## src/bed_pkg.sv

```systemverilog
// Package for the backslash escape decoder: parse modes, character codes
// and the escape and hex digit lookup functions. No dependencies.
package bed_pkg;

  typedef enum logic [1:0] {
    MODE_PLAIN  = 2'd0,
    MODE_BSLASH = 2'd1,
    MODE_OCT    = 2'd2,
    MODE_HEX    = 2'd3
  } parse_mode_e;

  localparam logic [7:0] CHAR_BSLASH = 8'h5C;
  localparam logic [7:0] CHAR_X      = 8'h78;
  localparam logic [7:0] CHAR_ESC    = 8'h1B;

  localparam logic [1:0] OCT_LIMIT = 2'd3;
  localparam logic [1:0] HEX_LIMIT = 2'd2;

  localparam int unsigned QUEUE_DEPTH = 4;
  localparam int unsigned QPTR_W      = $clog2(QUEUE_DEPTH);
  localparam int unsigned QCNT_W      = $clog2(QUEUE_DEPTH + 1);

  typedef struct packed {
    logic       last;
    logic [7:0] data;
  } result_t;

  typedef struct packed {
    logic       hit;
    logic [7:0] code;
  } esc_t;

  function automatic esc_t esc_lookup(input logic [7:0] b);
    esc_t r;
    r.hit  = 1'b1;
    r.code = 8'h00;
    case (b)
      8'h6E:       r.code = 8'h0A;
      8'h74:       r.code = 8'h09;
      8'h72:       r.code = 8'h0D;
      8'h61:       r.code = 8'h07;
      8'h62:       r.code = 8'h08;
      8'h66:       r.code = 8'h0C;
      8'h76:       r.code = 8'h0B;
      CHAR_BSLASH: r.code = CHAR_BSLASH;
      8'h65:       r.code = CHAR_ESC;
      default:     r.hit  = 1'b0;
    endcase
    return r;
  endfunction

  typedef struct packed {
    logic       ok;
    logic [3:0] val;
  } digit_t;

  function automatic digit_t hex_digit(input logic [7:0] b);
    digit_t r;
    r.ok  = 1'b1;
    r.val = 4'd0;
    if (b >= 8'h30 && b <= 8'h39) begin
      r.val = 4'(b - 8'h30);
    end else if (b >= 8'h61 && b <= 8'h66) begin
      r.val = 4'(b - 8'h57);
    end else if (b >= 8'h41 && b <= 8'h46) begin
      r.val = 4'(b - 8'h37);
    end else begin
      r.ok = 1'b0;
    end
    return r;
  endfunction

endpackage

```

## src/backslash_escape_decoder_core.sv

```systemverilog
// With the result queue empty, the first result of an input transaction passes the input
// register and the result queue before it is offered. Throughput: one input transaction
// per cycle while each yields at most one result; one result per cycle leaves the output
// while m_axis_tready is high, and input stalls while the queue holds over two entries.
// Reset: rst_ni clears the input stage, the result queue, the parse state and escape_enable.
// Top level of the backslash escape decoder; depends on bed_pkg.
module backslash_escape_decoder_core
  import bed_pkg::*;
(
  input  logic       clk_i,
  input  logic       rst_ni,
  input  logic       cfg_we_i,
  input  logic       cfg_wdata_i,     // escape_enable
  input  logic       s_axis_tvalid,
  output logic       s_axis_tready,
  input  logic [7:0] s_axis_tdata,    // [7:0] text_byte
  input  logic       s_axis_tlast,    // string_end
  output logic       m_axis_tvalid,
  input  logic       m_axis_tready,
  output logic [7:0] m_axis_tdata,    // [7:0] decoded_byte
  output logic       m_axis_tlast     // run_last
);

  logic              enable_q;
  logic              in_valid_q;
  logic [7:0]        in_byte_q;
  logic              in_end_q;
  parse_mode_e       mode_q, mode_d;
  logic [7:0]        val_q, val_d;
  logic [1:0]        cnt_q, cnt_d;

  result_t           queue_q [QUEUE_DEPTH];
  logic [QPTR_W-1:0] wr_ptr_q, rd_ptr_q;
  logic [QCNT_W-1:0] count_q;

  logic              fire;
  logic              push_ok;
  logic              pop;
  logic [1:0]        n_res;
  logic [7:0]        res0, res1;
  esc_t              esc;
  digit_t            hdig;
  logic              odig_ok;
  logic              dig_ok;
  logic [7:0]        val_n;
  logic [1:0]        cnt_n;
  logic              is_oct;

  assign push_ok       = count_q <= QCNT_W'(QUEUE_DEPTH - 2);
  assign fire          = in_valid_q && push_ok;
  assign s_axis_tready = !in_valid_q || fire;
  assign pop           = m_axis_tvalid && m_axis_tready;

  assign m_axis_tvalid = count_q != '0;
  assign m_axis_tdata  = queue_q[rd_ptr_q].data;
  assign m_axis_tlast  = queue_q[rd_ptr_q].last;

  assign esc     = esc_lookup(in_byte_q);
  assign hdig    = hex_digit(in_byte_q);
  assign odig_ok = in_byte_q[7:3] == 5'b00110;
  assign is_oct  = mode_q == MODE_OCT;
  assign dig_ok  = is_oct ? odig_ok : hdig.ok;
  assign val_n   = is_oct ? {val_q[4:0], in_byte_q[2:0]} : {val_q[3:0], hdig.val};
  assign cnt_n   = cnt_q + 2'd1;

  always_comb begin
    n_res  = 2'd0;
    res0   = in_byte_q;
    res1   = in_byte_q;
    mode_d = mode_q;
    val_d  = val_q;
    cnt_d  = cnt_q;
    if (!enable_q) begin
      n_res  = 2'd1;
      mode_d = MODE_PLAIN;
      val_d  = 8'd0;
      cnt_d  = 2'd0;
    end else begin
      case (mode_q)
        MODE_PLAIN: begin
          if (in_byte_q == CHAR_BSLASH) begin
            mode_d = MODE_BSLASH;
          end else begin
            n_res = 2'd1;
          end
        end
        MODE_BSLASH: begin
          if (esc.hit) begin
            n_res  = 2'd1;
            res0   = esc.code;
            mode_d = MODE_PLAIN;
          end else if (odig_ok) begin
            mode_d = MODE_OCT;
            val_d  = {5'd0, in_byte_q[2:0]};
            cnt_d  = 2'd1;
          end else if (in_byte_q == CHAR_X) begin
            mode_d = MODE_HEX;
            val_d  = 8'd0;
            cnt_d  = 2'd0;
          end else begin
            n_res  = 2'd2;
            res0   = CHAR_BSLASH;
            mode_d = MODE_PLAIN;
          end
        end
        MODE_OCT, MODE_HEX: begin
          if (dig_ok) begin
            if (cnt_n >= (is_oct ? OCT_LIMIT : HEX_LIMIT)) begin
              n_res  = 2'd1;
              res0   = val_n;
              mode_d = MODE_PLAIN;
              val_d  = 8'd0;
              cnt_d  = 2'd0;
            end else begin
              val_d = val_n;
              cnt_d = cnt_n;
            end
          end else begin
            res0  = val_q;
            val_d = 8'd0;
            cnt_d = 2'd0;
            if (in_byte_q == CHAR_BSLASH) begin
              n_res  = 2'd1;
              mode_d = MODE_BSLASH;
            end else begin
              n_res  = 2'd2;
              mode_d = MODE_PLAIN;
            end
          end
        end
        default: begin
          mode_d = MODE_PLAIN;
        end
      endcase
      if (in_end_q) begin
        if (mode_d == MODE_OCT || mode_d == MODE_HEX) begin
          n_res = 2'd1;
          res0  = val_d;
        end
        mode_d = MODE_PLAIN;
        val_d  = 8'd0;
        cnt_d  = 2'd0;
      end
    end
  end

  always_ff @(posedge clk_i or negedge rst_ni) begin
    if (!rst_ni) begin
      enable_q   <= 1'b0;
      in_valid_q <= 1'b0;
      mode_q     <= MODE_PLAIN;
      val_q      <= 8'd0;
      cnt_q      <= 2'd0;
    end else begin
      if (cfg_we_i) begin
        enable_q <= cfg_wdata_i;
      end
      if (s_axis_tready) begin
        in_valid_q <= s_axis_tvalid;
      end
      if (fire) begin
        mode_q <= mode_d;
        val_q  <= val_d;
        cnt_q  <= cnt_d;
      end
    end
  end

  always_ff @(posedge clk_i) begin
    if (s_axis_tready && s_axis_tvalid) begin
      in_byte_q <= s_axis_tdata;
      in_end_q  <= s_axis_tlast;
    end
  end

  always_ff @(posedge clk_i or negedge rst_ni) begin
    if (!rst_ni) begin
      wr_ptr_q <= '0;
      rd_ptr_q <= '0;
      count_q  <= '0;
    end else begin
      if (fire) begin
        wr_ptr_q <= wr_ptr_q + QPTR_W'(n_res);
      end
      if (pop) begin
        rd_ptr_q <= rd_ptr_q + QPTR_W'(1);
      end
      count_q <= count_q + (fire ? QCNT_W'(n_res) : QCNT_W'(0))
                         - (pop ? QCNT_W'(1) : QCNT_W'(0));
    end
  end

  always_ff @(posedge clk_i) begin
    if (fire && n_res != 2'd0) begin
      queue_q[wr_ptr_q] <= '{last: n_res == 2'd1, data: res0};
      if (n_res == 2'd2) begin
        queue_q[wr_ptr_q + QPTR_W'(1)] <= '{last: 1'b1, data: res1};
      end
    end
  end

`ifndef NO_ASSERTIONS
  a_queue_bound: assert property (@(posedge clk_i) disable iff (!rst_ni)
    count_q <= QCNT_W'(QUEUE_DEPTH))
    else $error("result queue overflow");

  a_end_clears: assert property (@(posedge clk_i) disable iff (!rst_ni)
    (fire && in_end_q) |=> (mode_q == MODE_PLAIN && cnt_q == 2'd0))
    else $error("parse state not cleared at string end");

  a_bypass_plain: assert property (@(posedge clk_i) disable iff (!rst_ni)
    (fire && !enable_q) |=> mode_q == MODE_PLAIN)
    else $error("parse state not plain with decoding off");

  a_count_step: assert property (@(posedge clk_i) disable iff (!rst_ni)
    fire |=> count_q <= $past(count_q) + QCNT_W'(2))
    else $error("result queue grew by more than two");
`endif

endmodule
```

## config.mk

```make
export PLATFORM = sky130hd
export DESIGN_NAME = backslash_escape_decoder_core
export DESIGN_NICKNAME = d
export VERILOG_FILES = /design/src/bed_pkg.sv /design/src/backslash_escape_decoder_core.sv
export SDC_FILE = /design/constraint.sdc
export NUM_CORES = 1
export LEC_CHECK = 0
export ABC_AREA = 1
export BUFFER_PORTS_ARGS = -buffer_cell sky130_fd_sc_hd__buf_2
export CORE_ASPECT_RATIO = 1.75
export CORE_MARGIN = 4
export CORE_UTILIZATION = 46
export DETAILED_ROUTE_END_ITERATION = 8
export REMOVE_ABC_BUFFERS = 1
export SLEW_MARGIN = 0
export SYNTH_ARGS = -nofsm -noshare
export SYNTH_HDL_FRONTEND = slang
export SYNTH_SLANG_ARGS = --single-unit
```

## constraint.sdc

```tcl
create_clock -name clk_i -period 7.5 [get_ports clk_i]
set_input_delay 0 -clock clk_i [delete_from_list [all_inputs] [get_ports clk_i]]
set_output_delay 0 -clock clk_i [all_outputs]
set_load 0.005 [all_outputs]
```

Word level (Yosys, flattened, before mapping)

Memory sizes are Yosys's and may differ from the RTL's.
Index checks and enable logic that the tools add are counted.

Output and inout port bits: 11
Memories: 1
Flip-flop bits (word level): 30
Memory bits (writable): 36

Memories:

| name    | depth | width | read ports | clocked after memory_dff | wr ports | line                                | RTL |
|---|---|---|---|---|---|---|---|
| queue_q | 4     | 9     | 1          | 0                        | 2        | backslash_escape_decoder_core.sv:32 | `result_t queue_q [QUEUE_DEPTH];` |

$add $sub $neg: 9
Equal/unequal tests: 21
Multiplexer cells: 65
Reduce and logical (&&, ||, !) cells: 16
$lt $le $gt $ge: 8

Operators by type and width:

| kind                  | count |
|---|---|
| $mux W8               | 16 |
| $eq A8 B7 Y1 const B  | 10 |
| $pmux W7 S9           | 1 |
| $mux W2               | 25 |
| $pmux W8 S2           | 2 |
| $ge A8 B7 Y1 const B  | 2 |
| $le A8 B7 Y1 const B  | 2 |
| $mux W1               | 15 |
| $mux W4               | 3 |
| $pmux W2 S3           | 2 |
| $eq A2 B2 Y1 const B  | 5 |
| $reduce_or A9 Y1      | 1 |
| $ge A8 B6 Y1 const B  | 1 |
| $le A8 B6 Y1 const B  | 1 |
| $sub A4 B3 Y4 const B | 2 |
| $logic_and A1 B1 Y1   | 7 |
| $add A2 B1 Y2 const B | 3 |
| $eq A5 B3 Y1 const B  | 1 |
| $ne A5 B5 Y1 const B  | 1 |
| $eq A2 B1 Y1 const B  | 2 |
| $ne A4 B1 Y1 const B  | 1 |
| $ne A4 B4 Y1 const B  | 1 |
| $pmux W2 S2           | 1 |
| $reduce_and A4 Y1     | 1 |
| 12 further kinds      | 13 |

Longest topological paths before layout

Depth after elaboration: 18
Mapped depth: 19
Mapped depth without buffers: 18

Worst setup path before layout

Ideal clock, no wire load.

Path type: register -> register
From: register mode_q[0]
To: register count_q[2]
Arrival: 2.848 ns
Path buffers: 0
Clock period less this slack: 2.970 ns
Stages on the path, launching flop included: 19
Data required time: 7.377 ns
Slack: 4.530 ns
Cells stage by stage: dfrtp_1 -> inv_2 -> nand2_1 -> inv_2 -> ha_1 -> inv_1 -> a21oi_1 -> inv_2 -> nand3_2 -> nand2_1 -> nor2_2 -> nor2_4 -> nand2_2 -> nand2_1 -> ha_1 -> inv_1 -> ha_1 -> fa_1 -> xnor2_1

Word-level cells in the longest chain between the ends: 15
Elaborated cells on any way between the ends: 25
Those cells by class: 2 x add/sub; 1 x order compare; 5 x eq/ne; 14 x mux; 3 x reduce/logical

Ends and longest elaborated chain:

| element                  | line                                                                     | RTL |
|---|---|---|
| start: declaration       | backslash_escape_decoder_core.sv:28                                      | `parse_mode_e mode_q, mode_d;` |
| start signal: assignment | backslash_escape_decoder_core.sv:162                                     | `mode_q <= mode_d;` |
| $eq A2 B2 Y1             | backslash_escape_decoder_core.sv:61, backslash_escape_decoder_core.sv:79 |  |
| $mux W1                  | backslash_escape_decoder_core.sv:108                                     | `if (cnt_n >= (is_oct ? OCT_LIMIT : HEX_LIMIT)) begin` |
| $ge A2 B2 Y1             | backslash_escape_decoder_core.sv:108                                     |  |
| $mux W2                  | backslash_escape_decoder_core.sv:108                                     |  |
| $mux W2                  | backslash_escape_decoder_core.sv:107                                     | `if (dig_ok) begin` |
| $pmux W2 S3              | backslash_escape_decoder_core.sv:79                                      | `case (mode_q)` |
| $mux W2                  | backslash_escape_decoder_core.sv:73                                      | `if (!enable_q) begin` |
| $eq A2 B2 Y1             | backslash_escape_decoder_core.sv:136                                     | `if (mode_d == MODE_OCT \|\| mode_d == MODE_HEX) begin` |
| $logic_or A1 B1 Y1       | backslash_escape_decoder_core.sv:136                                     |  |
| $mux W2                  | backslash_escape_decoder_core.sv:136                                     |  |
| $mux W2 *                | backslash_escape_decoder_core.sv:135                                     | `if (in_end_q) begin` |
| $mux W2 *                | backslash_escape_decoder_core.sv:73                                      |  |
| $mux W2 *                | backslash_escape_decoder_core.sv:188                                     | `count_q <= count_q + (fire ? QCNT_W'(n_res) : QCNT_W'(0))` |
| $add A3 B2 Y3 *          | backslash_escape_decoder_core.sv:188                                     |  |
| $sub A3 B1 Y3 *          | backslash_escape_decoder_core.sv:189                                     | `- (pop ? QCNT_W'(1) : QCNT_W'(0));` |
| end signal: assignment   | backslash_escape_decoder_core.sv:188                                     |  |
| end: declaration         | backslash_escape_decoder_core.sv:34                                      | `logic [QCNT_W-1:0] count_q;` |

Mark *: on every way between the ends. The rest lies on a longest branch, timed or not. The select of a mux whose other input is x is not followed.
A chain may end at the register's enable or synchronous reset.

Worst setup path after layout

From: register mode_q[1]
To: register count_q[2]

Same word-level chain as after synthesis.

==> flow_summary.ini <==
[placed_design]
dp.cells = 768
place_congestion = 0.908
dp_hpwl_um = 10300
dp_slack_ns = 3.79
portBuffers = 25

[critical_path]
criticalPathCategory = flip-flop to flip-flop
cp_max_fo = 15
crit_chain = nand2_1 -> inv_2 -> ha_1 -> inv_1 -> a21oi_1 -> inv_2 -> nand3_2 -> nand2_1 -> nor2_2 -> nor2_4 -> nand2_2 -> nand2_1 -> ha_1 -> inv_1 -> ha_1 -> fa_1 -> xnor2_1
cp.arrival_ns = 3.94
r2r-end = count_q[2]$_DFF_PN0_
regToRegStartpoint = mode_q[1]$_DFFE_PN0P_
slowest_delay_ns = 0.50
cp_top_family = adder cells
ff2ff_path_depth = 17
endpoint_kind = flip-flop
critPathBufInv = 4
crit_slowest_cell = dfrtp_1
reg2reg_slack_ns = 3.77
start_kind = flip-flop
cp.required_ns = 7.72

[timing]
setup_viol = 0
fin_worst_skew_ns = 0.00778
max_freq_ghz = 0.268
drv_slew = 0
final.period_utilization_pct = 49.7
holdWs_ns = 0.107
worst_pin_slew_ns = 1.07
rsz0062_at_grt = no
fin_tns_setup_ns = 0
hold_violations = 0
min_period_ns = 3.73
setup_ws_ns = 3.77
relSlewSlack_pct = 28.4

[routing]
wire_per_inst_um = 16.5
wl_um = 13200
vias = 4327
drtAntennaViolNets = 0
routed_via_density = 5.43
drt_drc_violations_left = 0
drt_iter0_drc = 245
drt_first_pass_iters = 5

[cells_and_area]
post-route-util_pct = 53.0
final_common_cell = nand2_1
stdcell_count = 797
fill_cells = 996
drive_gt1_share_pct = 16.4
nNetsFinal = 692
area_growth_pct = 11.8
antennaDiodeCount = 0
final_cell_mix = 220 x nand2_1, 56 x nand3_1, 55 x nor2_1, 42 x o21ai_0, 42 x inv_1

[floorplan]
dieArea_um2 = 12000
std_cell_rows = 48
ios = 26
core_area_um2 = 9970
die_y_um = 142
initial_core_util_pct = 47.4
die_w_um = 84.6

[global_route]
antenna_found_initial = 0
first_global_vias = 4336
grt_pass1_wl_um = 21700
grt_busiest_layer = met2
use_met1_pct = 24.0
track_usage_pct = 23.1
grt_overflow_total = 0
met3_usage_pct = 3.94
grt_util_met2_pct = 42.0
grt_max_degree = 22

[yosys]
syn_area_um2 = 4720
syn_inst = 636
seq_area_frac_synth_pct = 38.9
yosysWarnings = 0
ys.flop_type = edfxtp_1
synth_edf_count = 41
async_flop_share_pct = 31.8
syn_avg_cell_area_um2 = 7.42
ys_seq_elements = 66
ys_types = 39

[power_and_ir_drop]
p_leak_uw = 0.00247
combPwrFrac_pct = 36.1
swShare_pct = 40.8
p_int_uw = 896
sequentialPowerShare_pct = 38.7
peakVddDrop_v = 0.000187
power.switching_uw = 618
clock_power_share_pct = 25.1
power.density_nw_per_um2 = 287

[clock_network]
clkSlewWorstSetupHoldPaths_ns = 0.05
cts_made_buffers = 9
htreeDepth = 3
cts_tree = yes
cts_sinks = 66
clk_latency_ns = 0.34
cts_buffer_depth = 2
clockRootBuffer = clkbuf_16
cts_resized = 0

[run_status]
status = finished clean

[run]
maxCapViolCount = 0

[min_path]
min_path_cells = 3
hold_start = m_axis_tready
whs_endpoint = rd_ptr_q[0]$_DFFE_PN0P_
hp-class = input port to flip-flop
## state kept, by name (all words and copies together), names as in the netlist
signal	flops
cnt_q	2
count_q	3
enable_q	1
in_byte_q	8
in_end_q	1
in_valid_q	1
mode_q	2
queue_q	36
rd_ptr_q	2
val_q	8
wr_ptr_q	2
## tightest hold or removal path: stages
cell	delay (ns)
buf_2	0.09
a21boi_0	0.16
xor2_1	0.14
## Yosys cell counts, drive strengths merged (9+ instances only)
cell type | number | area [um^2]
nand2 | 242 | 1000
nand3 | 70 | 465
nor2 | 65 | 315
inv | 62 | 243
o21ai | 42 | 210
edfxtp | 41 | 1230
dfrtp | 21 | 526
a21oi | 14 | 73.8
buf | 13 | 104
o22ai | 12 | 75.1
nand4 | 10 | 62.6
ha | 9 | 113
## metrics by stage
step	cell area (um^2)	total power, uW
6_report	5280	1510
5_1_grt	5280	1630
4_1_cts	5280	1530
3_5_place_dp	4890	1140
3_3_place_gp	4890	1120
2_1_floorplan	4590	941
## layer usage
metal  vias up  wire length [um]
li1       2144                 -
met1      2001              4740
met2       130              7070
met3        52               494
met4         0               866
met5         -                 0
## power by group through the flow
stage / Clock [uW] / Combinational [uW] / Sequential, uW
detailed placement: 0 / 547 / 595
CTS: 385 / 554 / 589
global route: 407 / 625 / 598
finish: 380 / 547 / 587
global placement: 0 / 530 / 590
floorplan: 0 / 384 / 557
## worst max-delay path by stage
stage / slack (ns) / from / end / cells after the start
floorplan: 4.20 / mode_q[1]$_DFFE_PN0P_ / count_q[2]$_DFF_PN0_ / 17
global placement: 3.91 / mode_q[1]$_DFFE_PN0P_ / count_q[2]$_DFF_PN0_ / 17
detailed placement: 3.79 / mode_q[1]$_DFFE_PN0P_ / count_q[2]$_DFF_PN0_ / 17
CTS: 3.79 / mode_q[1]$_DFFE_PN0P_ / count_q[2]$_DFF_PN0_ / 17
global route: 3.50 / mode_q[1]$_DFFE_PN0P_ / count_q[2]$_DFF_PN0_ / 17
finish: 3.77 / mode_q[1]$_DFFE_PN0P_ / count_q[2]$_DFF_PN0_ / 17
## kinds of logic after synthesis
kind of cell	Yosys count	synth area share, %
AO/OA/AOI/OAI	77	9.01
XOR/XNOR	6	1.11
adder cells (fa/ha/maj)	10	2.81
buffers and inverters	86	8.22
flip-flops	66	38.9
AND/OR/NAND/NOR	391	39.9
## final cells by class
class / instances / area [um^2] / area share [%]
multi-input cells: 484 / 2500 / 47.3
clock inverters: 5 / 30.0 / 0.569
clock buffers: 11 / 233 / 4.41
inverters: 66 / 258 / 4.88
flip-flops and latches: 66 / 1840 / 34.8
repair buffers: 40 / 270 / 5.12
well taps: 125 / 156 / 2.96
## what timing repair did
action / 4_1_cts / 5_1_grt
endpoints found under the setup margin: 0 / 0
hold endpoints to repair: 32 / 0
setup buffers: 0 / 0
hold buffers: 13 / 0
Power figures use the tool's default switching activity.
